## config.mk

```make
export PLATFORM = sky130hd
export DESIGN_NAME = sync_length_crc8_frame_receiver_top
export DESIGN_NICKNAME = d
export VERILOG_FILES = /design/src/design/slcfr_pkg.sv /design/src/design/slcfr_payload_buf.sv /design/src/design/sync_length_crc8_frame_receiver_top.sv
export SDC_FILE = /design/constraint.sdc
export NUM_CORES = 1
export LEC_CHECK = 0
export BUFFER_PORTS_ARGS = -buffer_cell sky130_fd_sc_hd__buf_4
export CAP_MARGIN = 40
export CELL_PAD_IN_SITES_DETAIL_PLACEMENT = 0
export CELL_PAD_IN_SITES_GLOBAL_PLACEMENT = 2
export CORE_UTILIZATION = 50
export CTS_BUF_LIST = sky130_fd_sc_hd__clkbuf_4
export DETAILED_ROUTE_END_ITERATION = 10
export PLACE_DENSITY_LB_ADDON = 0.1
export SLEW_MARGIN = 20
export SYNTH_ARGS = -nofsm -noshare
export SYNTH_HDL_FRONTEND = slang
export SYNTH_SLANG_ARGS = --single-unit
```

## constraint.sdc

```tcl
create_clock -name clk -period 5.1 [get_ports clk]
set_input_delay 0.255 -clock clk [delete_from_list [all_inputs] [get_ports clk]]
set_output_delay 0.255 -clock clk [all_outputs]
set_load 0.01 [all_outputs]
```

## src/design/slcfr_pkg.sv

```systemverilog
// Package with types, constants and the CRC step of the frame receiver.
`timescale 1ns / 1ps
package slcfr_pkg;

  // Frame limits and field widths.
  localparam int MAX_PAYLOAD = 50;
  localparam int ADDR_W      = 6;
  localparam int LEN_W       = 6;
  localparam int BYTE_W      = 8;
  localparam int CFG_IDX_W   = 1;
  localparam int OUT_DATA_W  = 24;

  // Register reset values and CRC constants.
  localparam logic [BYTE_W-1:0] FIRST_SYNC_RST  = 8'hAA;
  localparam logic [BYTE_W-1:0] SECOND_SYNC_RST = 8'hBB;
  localparam logic [BYTE_W-1:0] CRC_POLY        = 8'h8C;
  localparam logic [BYTE_W-1:0] CRC_INIT        = 8'h00;

  // Configuration register indexes.
  localparam logic [CFG_IDX_W-1:0] CFG_FIRST_SYNC  = 1'b0;
  localparam logic [CFG_IDX_W-1:0] CFG_SECOND_SYNC = 1'b1;

  // Receiver phases.
  typedef enum logic [2:0] {
    ST_SYNC0,
    ST_SYNC1,
    ST_LEN,
    ST_DATA,
    ST_CHECK,
    ST_ERR,
    ST_DRAIN_RD,
    ST_DRAIN_LD
  } rx_state_t;

  // Write and read requests to the payload buffer.
  typedef struct packed {
    logic              we;
    logic [ADDR_W-1:0] addr;
    logic [BYTE_W-1:0] data;
  } buf_wr_t;

  typedef struct packed {
    logic              re;
    logic [ADDR_W-1:0] addr;
  } buf_rd_t;

  // Reflected CRC-8 update over one byte, least significant bit first.
  function automatic logic [BYTE_W-1:0] crc8_step(input logic [BYTE_W-1:0] crc_in,
                                                  input logic [BYTE_W-1:0] data_in);
    logic [BYTE_W-1:0] crc;
    logic [BYTE_W-1:0] b;
    logic              mix;
    crc = crc_in;
    b   = data_in;
    for (int i = 0; i < BYTE_W; i++) begin
      mix = crc[0] ^ b[0];
      crc = crc >> 1;
      if (mix) begin
        crc = crc ^ CRC_POLY;
      end
      b = b >> 1;
    end
    return crc;
  endfunction

endpackage

```

## src/design/slcfr_payload_buf.sv

```systemverilog
// Payload buffer: one write port and one registered read port.
`timescale 1ns / 1ps
module slcfr_payload_buf (
  input  logic                                  clk,
  input  slcfr_pkg::buf_wr_t                    wr,
  input  slcfr_pkg::buf_rd_t                    rd,
  output logic [slcfr_pkg::BYTE_W-1:0]          rd_data
);
  import slcfr_pkg::*;

  logic [BYTE_W-1:0] mem [MAX_PAYLOAD];
  logic [BYTE_W-1:0] rd_data_r;

  // Write the incoming payload byte.
  always_ff @(posedge clk) begin
    if (wr.we) begin
      mem[wr.addr] <= wr.data;
    end
  end

  // Registered read; the data holds until the next read.
  always_ff @(posedge clk) begin
    if (rd.re) begin
      rd_data_r <= mem[rd.addr];
    end
  end

  assign rd_data = rd_data_r;

endmodule

```

## src/design/sync_length_crc8_frame_receiver_top.sv

```systemverilog
// Top level of the sync, length and CRC-8 frame receiver.
// Header, length, payload and checksum bytes are taken at one item per cycle.
// A good frame drains each byte by a buffer read, then an output load when the output is free.
// An error result is loaded after the checksum byte once the output is free; no input is taken
// while a frame drains or an error result waits. Synchronous active-low reset returns to sync
// hunting, empties the output and restores sync values 0xAA and 0xBB; the buffer keeps its data.
`timescale 1ns / 1ps
module sync_length_crc8_frame_receiver_top (
  input  logic                                  clk,
  input  logic                                  rst_n,
  // Configuration write port.
  input  logic                                  cfg_we,
  input  logic [slcfr_pkg::CFG_IDX_W-1:0]       cfg_addr,
  input  logic [slcfr_pkg::BYTE_W-1:0]          cfg_wdata,
  // Input stream.
  input  logic                                  in_tvalid,
  output logic                                  in_tready,
  input  logic [7:0]                            in_tdata,   // [7:0] rx_byte
  // Result stream.
  output logic                                  out_tvalid,
  input  logic                                  out_tready,
  output logic [slcfr_pkg::OUT_DATA_W-1:0]      out_tdata,  // [7:0] payload_byte,
                                                            // [13:8] byte_position,
                                                            // [19:14] frame_length, rest 0
  output logic                                  out_tlast,  // last_of_frame
  output logic                                  out_tuser   // frame_status
);
  import slcfr_pkg::*;

  rx_state_t         state_r, state_nxt;
  logic [BYTE_W-1:0] sync0_r, sync1_r;
  logic [LEN_W-1:0]  len_r, len_nxt;
  logic [ADDR_W-1:0] cnt_r, cnt_nxt;
  logic [BYTE_W-1:0] crc_r, crc_nxt;

  logic              out_valid_r;
  logic [BYTE_W-1:0] out_byte_r, out_byte_nxt;
  logic [ADDR_W-1:0] out_pos_r, out_pos_nxt;
  logic [LEN_W-1:0]  out_len_r;
  logic              out_last_r, out_last_nxt;
  logic              out_err_r, out_err_nxt;
  logic              out_load;

  logic              in_acc;
  logic              out_free;
  logic [ADDR_W-1:0] cnt_inc;
  logic [BYTE_W-1:0] rx_byte;
  logic [BYTE_W-1:0] buf_rdata;
  buf_wr_t           buf_wr;
  buf_rd_t           buf_rd;

  assign rx_byte  = in_tdata;
  assign in_tready = (state_r == ST_SYNC0) || (state_r == ST_SYNC1) || (state_r == ST_LEN) ||
                     (state_r == ST_DATA) || (state_r == ST_CHECK);
  assign in_acc   = in_tvalid && in_tready;
  assign out_free = !out_valid_r || out_tready;
  assign cnt_inc  = cnt_r + ADDR_W'(1);

  // Payload buffer.
  slcfr_payload_buf u_buf (
    .clk     (clk),
    .wr      (buf_wr),
    .rd      (buf_rd),
    .rd_data (buf_rdata)
  );

  // Configuration registers.
  always_ff @(posedge clk) begin
    if (!rst_n) begin
      sync0_r <= FIRST_SYNC_RST;
      sync1_r <= SECOND_SYNC_RST;
    end else if (cfg_we) begin
      unique case (cfg_addr)
        CFG_FIRST_SYNC:  sync0_r <= cfg_wdata;
        CFG_SECOND_SYNC: sync1_r <= cfg_wdata;
        default: ;
      endcase
    end
  end

  // Receiver state and counters.
  always_ff @(posedge clk) begin
    if (!rst_n) begin
      state_r <= ST_SYNC0;
      len_r   <= '0;
      cnt_r   <= '0;
      crc_r   <= CRC_INIT;
    end else begin
      state_r <= state_nxt;
      len_r   <= len_nxt;
      cnt_r   <= cnt_nxt;
      crc_r   <= crc_nxt;
    end
  end

  // Next state, buffer accesses and output loads.
  always_comb begin
    state_nxt    = state_r;
    len_nxt      = len_r;
    cnt_nxt      = cnt_r;
    crc_nxt      = crc_r;
    buf_wr       = '0;
    buf_rd       = '0;
    out_load     = 1'b0;
    out_byte_nxt = '0;
    out_pos_nxt  = '0;
    out_last_nxt = 1'b1;
    out_err_nxt  = 1'b0;
    unique case (state_r)
      ST_SYNC0: begin
        if (in_acc && (rx_byte == sync0_r)) begin
          state_nxt = ST_SYNC1;
        end
      end
      ST_SYNC1: begin
        // A wrong byte here keeps the receiver waiting for the second sync.
        if (in_acc && (rx_byte == sync1_r)) begin
          state_nxt = ST_LEN;
        end
      end
      ST_LEN: begin
        if (in_acc) begin
          cnt_nxt = '0;
          crc_nxt = CRC_INIT;
          if (rx_byte <= BYTE_W'(MAX_PAYLOAD)) begin
            len_nxt   = rx_byte[LEN_W-1:0];
            state_nxt = ST_DATA;
          end else begin
            state_nxt = ST_SYNC0;
          end
        end
      end
      ST_DATA: begin
        if (in_acc) begin
          if (cnt_r >= len_r) begin
            // Zero-length frame: this byte is dropped.
            state_nxt = ST_SYNC0;
          end else begin
            buf_wr.we   = 1'b1;
            buf_wr.addr = cnt_r;
            buf_wr.data = rx_byte;
            crc_nxt     = crc8_step(crc_r, rx_byte);
            cnt_nxt     = cnt_inc;
            if (cnt_inc == len_r) begin
              state_nxt = ST_CHECK;
            end
          end
        end
      end
      ST_CHECK: begin
        if (in_acc) begin
          cnt_nxt   = '0;
          state_nxt = (rx_byte == crc_r) ? ST_DRAIN_RD : ST_ERR;
        end
      end
      ST_ERR: begin
        if (out_free) begin
          out_load    = 1'b1;
          out_err_nxt = 1'b1;
          state_nxt   = ST_SYNC0;
        end
      end
      ST_DRAIN_RD: begin
        buf_rd.re   = 1'b1;
        buf_rd.addr = cnt_r;
        state_nxt   = ST_DRAIN_LD;
      end
      ST_DRAIN_LD: begin
        if (out_free) begin
          out_load     = 1'b1;
          out_byte_nxt = buf_rdata;
          out_pos_nxt  = cnt_r;
          out_last_nxt = (cnt_inc == len_r);
          cnt_nxt      = cnt_inc;
          state_nxt    = (cnt_inc == len_r) ? ST_SYNC0 : ST_DRAIN_RD;
        end
      end
      default: state_nxt = ST_SYNC0;
    endcase
  end

  // Output register valid flag.
  always_ff @(posedge clk) begin
    if (!rst_n) begin
      out_valid_r <= 1'b0;
    end else if (out_load) begin
      out_valid_r <= 1'b1;
    end else if (out_tready) begin
      out_valid_r <= 1'b0;
    end
  end

  // Output register payload.
  always_ff @(posedge clk) begin
    if (out_load) begin
      out_byte_r <= out_byte_nxt;
      out_pos_r  <= out_pos_nxt;
      out_len_r  <= len_r;
      out_last_r <= out_last_nxt;
      out_err_r  <= out_err_nxt;
    end
  end

  assign out_tvalid = out_valid_r;
  assign out_tdata  = {{(OUT_DATA_W - BYTE_W - ADDR_W - LEN_W){1'b0}},
                       out_len_r, out_pos_r, out_byte_r};
  assign out_tlast  = out_last_r;
  assign out_tuser  = out_err_r;

endmodule

```

==> results of run 1 <==
==> cell type report <==
type,instances,area (um2),area share [%]
well taps,525,657,2.86
clock buffers,181,1360,5.92
repair buffers,127,1130,4.92
flip-flops and latches,470,13700,59.8
clock inverters,37,174,0.758
multi-input cells,920,5840,25.4
inverters,19,71.3,0.311
diodes,2,5.00,0.0218
==> flip-flops by register name, summed over array words and instances, names as in the netlist <==
register and cells:
u_buf.mem 400, sync0_r 8, out_tvalid 1, out_tlast 1, crc_r 8, out_pos_r 6
out_tuser 1, out_len_r 6, len_r 6, u_buf.rd_data 8, out_byte_r 8, state_r 3
cnt_r 6, sync1_r 8
==> logic make-up after synthesis <==
logic type      count (synthesis)  synth area share (%)
xor+xnor                       44                  2.10
buf+inv                       126                  2.88
mux                            80                  4.21
fa+ha+maj                       7                 0.436
compound gates                371                  12.5
other cells                     1                0.0187
flops                         470                  68.2
simple gates                  414                  9.64
==> synthesized netlist by cell type, types with 5 or more instances <==
cell type and number:
o22ai_1 33, a21boi_0 9, nor2b_1 32, nor2_1 160, nor3_1 22, inv_1 17
buf_1 5, xor2_1 8, o311a_1 7, o2111ai_1 9, a31oi_1 8, a221oi_1 8
and3_1 15, xnor2_1 32, clkbuf_1 44, a21o_1 21, o21bai_1 8, nand2b_1 5
buf_4 11, and2_1 9, o21ai_0 58, a211oi_1 5, o311ai_0 16, mux2i_1 43
dfxtp_1 40, nand3_1 41, edfxtp_1 430, nand2_1 87, a21oi_1 93, nand4_1 15
o221ai_1 55, buf_2 45, ha_1 7, mux2_2 37, a22oi_1 8, or2_2 9
o211ai_1 12
==> worst paths after layout <==
path,depth (start not counted),slack (ns),end
setup / recovery,7,1.12,u_buf.mem[36][7]
hold / removal,4,0.22,sync1_r[3]
setup reg to reg,7,1.12,u_buf.mem[36][7]
hold reg to reg,0,0.46,out_len_r[0]
==> per-stage QoR <==
step | instances | power (mW) | instance area [um2] | setup slack [ns]
CTS | 2270 | 7.55 | 22800 | 1.17
global placement | 2013 | 4.37 | 20900 | 1.27
global route | 2281 | 7.77 | 23000 | 0.918
floorplan | 1516 | 4.33 | 20100 | 1.78
finish | 2281 | 7.47 | 23000 | 1.12
detailed placement | 2019 | 4.37 | 21000 | 1.20
==> tightest hold or removal path, delay by kind of cell <==
kind,cells,cell delay [ns]
buf+inv,2,0.64
simple gates,2,0.12
==> power by group <==
part           total [mW]  leakage [nW]  internal, mW  switching, mW
clock network        3.17         0.918          1.63           1.55
registers            4.16          5.22          4.15         0.0147
logic               0.142          2.39        0.0728         0.0694
total                7.47          8.52          5.84           1.63
==> metal layers <==
layer	share of wire, %	up-vias	wire length [um]
li1	-	6194	-
met1	43	6808	24600
met2	47	598	27100
met3	7.5	89	4290
met4	2.4	0	1390
met5	0	-	0
==> flow_summary.ini, run 1 <==
[critical_path]
crit_arrival_ns = 4.41
r2r-start = cnt_r[5]
critPathRequiredTime_ns = 5.53
path_class = flip-flop to flip-flop
crit_path_end_kind = flip-flop
crit_fanout = 15
crit_path_start = cnt_r[5]
crit_chain = ha_1, a41o_1, a21oi_1, o211ai_2, nor3_1, nand3b_1, nor2_1
cp.buffers_inverters = 0
max_stage_delay_ns = 0.87
cp-start-kind = flip-flop
path_delay_family = simple AND/OR/NAND/NOR gates
cp_slowest_cell = nor2_1

[yosys]
synth_edf_count = 430
synthDistinctLibCells = 71
syn_area_um2 = 20100
ys_seq_area_share_pct = 68.2
synth_area_leaders = edfxtp_1 64%, dfxtp_1 4.0%, nor2_1 3.0%, o221ai_1 2.4%, a21oi_1 2.3%
synthCells = 1513
ys_ff_latch = 470
synth_warnings = 0
synthArstFlopShare_pct = 0
synth_top_area_share_pct = 64.2
synth_area_per_cell_um2 = 13.3
ys.flop_type = edfxtp_1
yosys.area.top_type = edfxtp_1

[timing]
clock.fmax_mhz = 251
min_period_over_period_pct = 78.0
rsz0062_at_grt = false
hold_slack_ns = 0.217
worst_slew_pin_slew_ns = 0.873
drv_slew = 0
finalHoldViolCount = 0
fin_worst_skew_ns = 0.0505
setup_violations = 0
fin_setup_tns_ns = 0
min_period_ns = 3.98
max_slew_margin_pct = 41.8

[flow_run]
maxCapViolations = 0

[final_layout]
fillCellCount = 3322
drive_gt1_share_pct = 20.7
syn_to_final_growth_pct = 14.2
final_cell_mix = 430 x edfxtp_1, 181 x clkbuf_4, 160 x nor2_1
final_util_pct = 57.8
fin_nets = 1685
mostFrequentLayoutCell = edfxtp_1

[grt]
met3_usage_pct = 5.47
antenna_found_initial = 2
grt_pass1_wl_mm = 85.2
use_met1_pct = 39.6
grt.busiest_layer = met2
gr-total-overflow = 0
grt_usage_pct = 28.2
use_met2_pct = 44.2
grt_pass1_vias = 13400
grt_max_degree = 129

[pwr]
power.density_nw_per_um2 = 326
p_leak_nw = 8.52
vdd_ir_drop_max_uv = 254

[clocking]
cts_made_buffers = 118
root_buffer = clkbuf_4
postCtsResizedCells = 0
clock_path_buffers = 3
cts_tree = built
hold_buffers = 33
clock_sinks = 470
postCtsSetupBuffers = 0
clk_pin_slew_ns = 0.06
htree_levels = 3
clkLatencyLatePin_ns = 0.85

[floorplanning]
die_h_um = 203
die_area_um2 = 41000
rows = 73
die_w_um = 203
start_util_pct = 50.6
core_area_um2 = 39700
io_pins = 50

[placed_design]
place_congestion = 0.835
io_buffers = 45
place_hpwl_mm = 35.0

[drt]
drc = 0
ant_nets = 0
drt_iter0_markers = 1077
num_vias = 13700
drt_pass1_iterations = 5
finalWirelength_mm = 57.3
routedWlPerCell_um = 25.1
vias_per_cell = 6.00

[worst_hold_path]
hp-class = input port to flip-flop
hp-start = cfg_wdata[3]

[status]
status = complete, no violations
No activity file was read; power rests on OpenSTA's default activity.
==> run 2, diff against run 1 <==
--- a/config.mk
+++ b/config.mk
@@ -5,11 +5,12 @@
 export SDC_FILE = /design/constraint.sdc
 export NUM_CORES = 1
 export LEC_CHECK = 0
+export ABC_AREA = 1
 export BUFFER_PORTS_ARGS = -buffer_cell sky130_fd_sc_hd__buf_4
 export CAP_MARGIN = 40
 export CELL_PAD_IN_SITES_DETAIL_PLACEMENT = 0
 export CELL_PAD_IN_SITES_GLOBAL_PLACEMENT = 2
-export CORE_UTILIZATION = 50
+export CORE_UTILIZATION = 39
 export CTS_BUF_LIST = sky130_fd_sc_hd__clkbuf_4
 export DETAILED_ROUTE_END_ITERATION = 10
 export PLACE_DENSITY_LB_ADDON = 0.1
==> constraint.sdc (replaced) <==
create_clock -name clk -period 3.54 [get_ports clk]
set_input_delay 0.177 -clock clk [delete_from_list [all_inputs] [get_ports clk]]
set_output_delay 0.177 -clock clk [all_outputs]
set_load 0.01 [all_outputs]
==> run 2 against run 1 <==
Critical path depth rose by 5. Total power rose by 52%. Die area rose by 32%. Synthesized cell count rose by 34%. Worst hold slack got worse by 0.069 ns. First-iteration DRC count fell by 7.1%. Non-clock buffer count rose by 44. Combinational power rose by 120%. Fmax rose by 21%. Clock skew fell by 0.0031 ns. Final area rose by 6.4%.
==> flow_summary.ini, run 2 <==
[status]
status = complete, no violations

[yosys]
netlist_top_cells_count = 475 x nand2_1, 430 x edfxtp_1, 301 x nand3_1, 275 x inv_1, 171 x nor2_1
synth_area_leaders = edfxtp_1 62%, nand2_1 8.6%, nand3_1 7.3%, inv_1 5.0%, dfxtp_1 3.9%
synthCells = 2034
ys.flop_type = edfxtp_1
syn_area_um2 = 20700
synth_top_area_share_pct = 62.4
synth_area_per_cell_um2 = 10.2
synth_most_common_cell = nand2_1
synth_warnings = 0
synth_edf_count = 430
yosys.area.top_type = edfxtp_1
ys_seq_area_share_pct = 66.2
synthArstFlopShare_pct = 0
synthDistinctLibCells = 36
ys_ff_latch = 470

[drt]
drt_pass1_iterations = 8
drt_iter0_markers = 1001
drc = 0
routedWlPerCell_um = 19.7
num_vias = 14800
finalWirelength_mm = 59.4
vias_per_cell = 4.92
ant_nets = 0

[clocking]
clkLatencyLatePin_ns = 0.96
htree_levels = 4
clock_sinks = 470
clk_pin_slew_ns = 0.06
root_buffer = clkbuf_4
cts_tree = built
clock_path_buffers = 3
cts_made_buffers = 133

[timing]
min_period_over_period_pct = 92.9
finalHoldViolCount = 0
fin_ws_ns = 0.252
min_period_ns = 3.29
hold_slack_ns = 0.148
worst_slew_pin_slew_ns = 0.782
clock.fmax_mhz = 304
max_slew_margin_pct = 47.9
setup_violations = 0
fin_worst_skew_ns = 0.0474
drv_slew = 0
rsz0062_at_grt = true

[critical_path]
critPathRequiredTime_ns = 4.11
path_class = flip-flop to flip-flop
crit_arrival_ns = 3.85
crit_fanout = 9
crit_chain = inv_1, ha_1, nand2_1, inv_1, nor3_1, nand3_1, nor2_4, inv_2, nor3_2, nand2_1, buf_4, nor2_1
cp_slowest_cell = nor2_1
cp-start-kind = flip-flop
crit_path_end_kind = flip-flop
max_stage_delay_ns = 0.49

[floorplanning]
die_h_um = 232
rows = 84
die_area_um2 = 54000
die_w_um = 232
start_util_pct = 39.4
io_pins = 50
core_area_um2 = 52600

[final_layout]
regMostFlops = u_buf.mem
mostFrequentLayoutCell = nand2_1
final_cell_mix = 474 x nand2_1, 430 x edfxtp_1, 301 x nand3_1
drive_gt1_share_pct = 15.4
fillCellCount = 5135
largest_reg_flops = 400
fin_nets = 2267
syn_to_final_growth_pct = 18.0

[worst_hold_path]
hp-class = input port to flip-flop

[grt]
grt_pass1_vias = 14900
gr-total-overflow = 0
grt_usage_pct = 22.7
grt_pass1_wl_mm = 88.8
grt_max_degree = 74
use_met2_pct = 37.0
met3_usage_pct = 5.40
use_met1_pct = 29.5
antenna_found_initial = 3
grt.busiest_layer = met2

[flow_run]
maxCapViolations = 0

[pwr]
p_leak_nw = 9.98
power.density_nw_per_um2 = 465
power_mw = 11.3
vdd_ir_drop_max_uv = 326

[placed_design]
place_congestion = 0.825
place_hpwl_mm = 37.7
dp_slack_ns = 0.273
io_buffers = 45
[run 2: stage by stage]
step           TNS [ns]  utilization [%]  area (um2)  std cells
4_1_cts               0             46.4       24400       3014
3_5_place_dp          0             42.3       22200       2740
2_1_floorplan    -55.20                -       20700       2037
5_1_grt           -1.47             46.5       24400       3016
6_report              0             46.5       24400       3017
3_3_place_gp          0             42.2       22200       2737
[run 2: cells by family after synthesis]
group	share of synthesized area, %
xor gates and xnor gates	1.14
other	0.0181
buffers and inverters	7.52
DFF	66.2
AOI/OAI and AO/OA	4.29
and+or+nand+nor	20.4
adders and majority gates	0.423
[run 2: worst paths after layout]
check	from	end	slack, ns	depth (start not counted)
max	len_r[5]	u_buf.mem[19][3]	0.25	12
min	rst_n	sync0_r[5]	0.15	3
max reg2reg	len_r[5]	u_buf.mem[19][3]	0.25	12
min reg2reg	len_r[1]	out_len_r[1]	0.43	0
[run 2: power breakdown]
part / total (mW) / switching (mW) / internal [mW]
Clock: 5.04 / 2.26 / 2.78
Combinational: 0.307 / 0.181 / 0.127
Sequential: 6.00 / 0.0149 / 5.99
Total: 11.3 / 2.45 / 8.89
[run 2: layer usage]
layer | up-vias | wire, um
met5 | - | 0
met4 | 0 | 1400
met3 | 104 | 2980
met2 | 382 | 28600
met1 | 7085 | 26400
li1 | 7271 | -
[run 2: what timing repair did]
action                     in CTS  in global routing
setup endpoints to repair       0                 54
hold endpoints to repair      460                  0
gates resized for setup         0                  2
hold buffers                   51                  0
setup buffers                   0                  0
[run 2: worst max-delay path, delay by kind of cell, from the launching register on]
family / cells / cell delay, ns
buf+inv: 4 / 0.50
simple gates: 7 / 1.75
fa+ha+maj: 1 / 0.31
flops: 1 / 0.36
[run 2: cell type report]
type	instances	area, um2	area share (%)
Clock inverter	29	220	0.902
Multi-Input combinational cell	1181	5550	22.7
Antenna cell	3	7.51	0.0307
Tap cell	688	861	3.53
Sequential cell	470	13700	56.2
Timing Repair Buffer	171	1560	6.37
Clock buffer	194	1460	5.96
Inverter	281	1050	4.32
==> run 3, diff against run 2 <==
--- a/config.mk
+++ b/config.mk
@@ -10,7 +10,7 @@
 export CAP_MARGIN = 40
 export CELL_PAD_IN_SITES_DETAIL_PLACEMENT = 0
 export CELL_PAD_IN_SITES_GLOBAL_PLACEMENT = 2
-export CORE_UTILIZATION = 39
+export CORE_UTILIZATION = 43
 export CTS_BUF_LIST = sky130_fd_sc_hd__clkbuf_4
 export DETAILED_ROUTE_END_ITERATION = 10
 export PLACE_DENSITY_LB_ADDON = 0.1
==> constraint.sdc (replaced) <==
create_clock -name clk -period 3.2 [get_ports clk]
set_input_delay 0.16 -clock clk [delete_from_list [all_inputs] [get_ports clk]]
set_output_delay 0.16 -clock clk [all_outputs]
set_load 0.01 [all_outputs]
==> run 3 against run 2 <==
Core utilization grew 5.2 points. Worst setup slack lost 0.073 ns. Final area grew 0.73%. Via count grew 1.8%. Critical path type is now input port to flip-flop.
==> flow_summary.ini, run 3 (same netlist as run 2, synthesis figures left out) <==
[status]
status = complete, no violations

[critical_path]
crit_fanout = 6
r2r_end = state_r[0]
r2r-start = state_r[2]
reg2reg_slack_ns = 0.21
reg2reg_depth = 11
critPathRequiredTime_ns = 4.03
cp-start-kind = input port
crit_path_start = in_tdata[3]
path_class = input port to flip-flop
crit_path_end_kind = flip-flop
crit_arrival_ns = 3.85

[worst_hold_path]
hp-start = rst_n
whs_path_depth = 3
hp-class = input port to flip-flop
holdPathEnd = sync1_r[7]

[timing]
clock.fmax_mhz = 331
min_period_ns = 3.02
drv_slew = 0
hold_slack_ns = 0.157
fin_setup_tns_ns = 0
rsz0062_at_grt = false
worst_slew_pin_slew_ns = 0.807
setup_violations = 0
min_period_over_period_pct = 94.4
max_slew_margin_pct = 46.0
finalHoldViolCount = 0
fin_worst_skew_ns = 0.0446

[clocking]
clk_pin_slew_ns = 0.07
cts_made_buffers = 130
htree_levels = 4
clock_path_buffers = 3
root_buffer = clkbuf_4
cts_tree = built
clkLatencyLatePin_ns = 0.94
clock_sinks = 470

[final_layout]
largest_reg_flops = 400
fin_nets = 2290
fillCellCount = 4391
syn_to_final_growth_pct = 18.8
regMostFlops = u_buf.mem
final_cell_mix = 473 x nand2_1, 430 x edfxtp_1, 301 x nand3_1
drive_gt1_share_pct = 16.4
mostFrequentLayoutCell = nand2_1

[floorplanning]
die_area_um2 = 49000
die_w_um = 221
io_pins = 50
die_h_um = 221
rows = 80
core_area_um2 = 47600
start_util_pct = 43.4

[drt]
routedWlPerCell_um = 19.8
drt_iter0_markers = 1151
drc = 0
num_vias = 15100
drt_pass1_iterations = 7
vias_per_cell = 5.07
ant_nets = 0
finalWirelength_mm = 58.9

[grt]
grt_usage_pct = 24.8
grt_pass1_vias = 15200
grt_pass1_wl_mm = 89.5
antenna_found_initial = 2
gr-total-overflow = 0
grt_max_degree = 107

[pwr]
vdd_ir_drop_max_uv = 379
p_leak_nw = 10.1
power.density_nw_per_um2 = 506

[placed_design]
io_buffers = 45
place_congestion = 0.824
place_hpwl_mm = 36.4

[flow_run]
maxCapViolations = 0
==> run 3: changes by cell type in the layout (fill, tap and decap cells not counted), sizes merged <==
cell         previous run  this run
buf                   120       144
bufinv                  4         2
clkbuf                194       196
clkinv                 21        29
clkinvlp                1         2
diode                   3         2
dlygate4sd3            51        53
inv                   284       285
==> run 3: worst max-delay path: stages <==
cell and delay [ns]:
dlygate4sd3_1 0.54, buf_4 0.18, inv_1 0.10, nand3_1 0.10, nand3_1 0.07, dlygate4sd3_1 0.58, nand2_1 0.07, dlygate4sd3_1 0.54
nand2_1 0.06, or2_0 0.21, dlygate4sd3_1 0.56, nor2_1 0.09, dlygate4sd3_1 0.55, nor2_1 0.04
==> run 3: repair_timing <==
item                                    4_1_cts  5_1_grt
resized for setup                             0        3
setup buffers                                 0        0
hold buffers                                 53        0
hold endpoints to repair                    421        0
endpoints found under the setup margin        0       26
==> run 3: worst max-delay path by stage <==
stage	to	slack, ns
after floorplan	u_buf.mem[0][6]	-0.48
after global placement	u_buf.mem[37][3]	0.27
final	state_r[0]	0.18
after detailed placement	u_buf.mem[45][3]	0.14
after global routing	u_buf.mem[24][1]	0.001
after CTS	state_r[0]	0.13
==> run 3: cell type report <==
cell class              instances  area [um2]  share of cell area (%)
flip-flops and latches        470       13700                    55.8
multi-input cells            1181        5550                    22.6
repair buffers                197        1820                    7.41
clock buffers                 196        1470                    5.98
inverters                     281        1050                    4.29
well taps                     615         769                    3.13
clock inverters                37         205                   0.834
diodes                          2        5.00                  0.0204
==> run 3: metal layers <==
metal / vias up / GRT usage, % / share of wire, %
met1: 7247 / 33.2 / 45
met4: 0 / 10.0 / 2.3
met3: 83 / 6.44 / 6.6
met2: 457 / 38.4 / 46
met5: - / 0 / 0
li1: 7316 / - / -
==> run 3: where the power goes <==
group / switching [mW] / internal (mW) / total, mW / leakage (nW)
clock network: 2.51 / 2.96 / 5.47 / 1.01
logic: 0.201 / 0.142 / 0.342 / 5.26
registers: 0.0176 / 6.62 / 6.64 / 3.87
==> run 3: metrics by stage <==
step | instances | instance area, um2 | util, % | total power [mW] | setup slack, ns
CTS | 2977 | 24600 | 51.6 | 12.6 | 0.127
global route | 2979 | 24600 | 51.6 | 13.0 | 0.00142
detailed placement | 2691 | 22400 | 47.0 | 7.07 | 0.142
global placement | 2689 | 22300 | 46.9 | 7.07 | 0.275
floorplan | 2037 | 20700 | - | 6.98 | -0.478
finish | 2979 | 24600 | 51.6 | 12.5 | 0.179
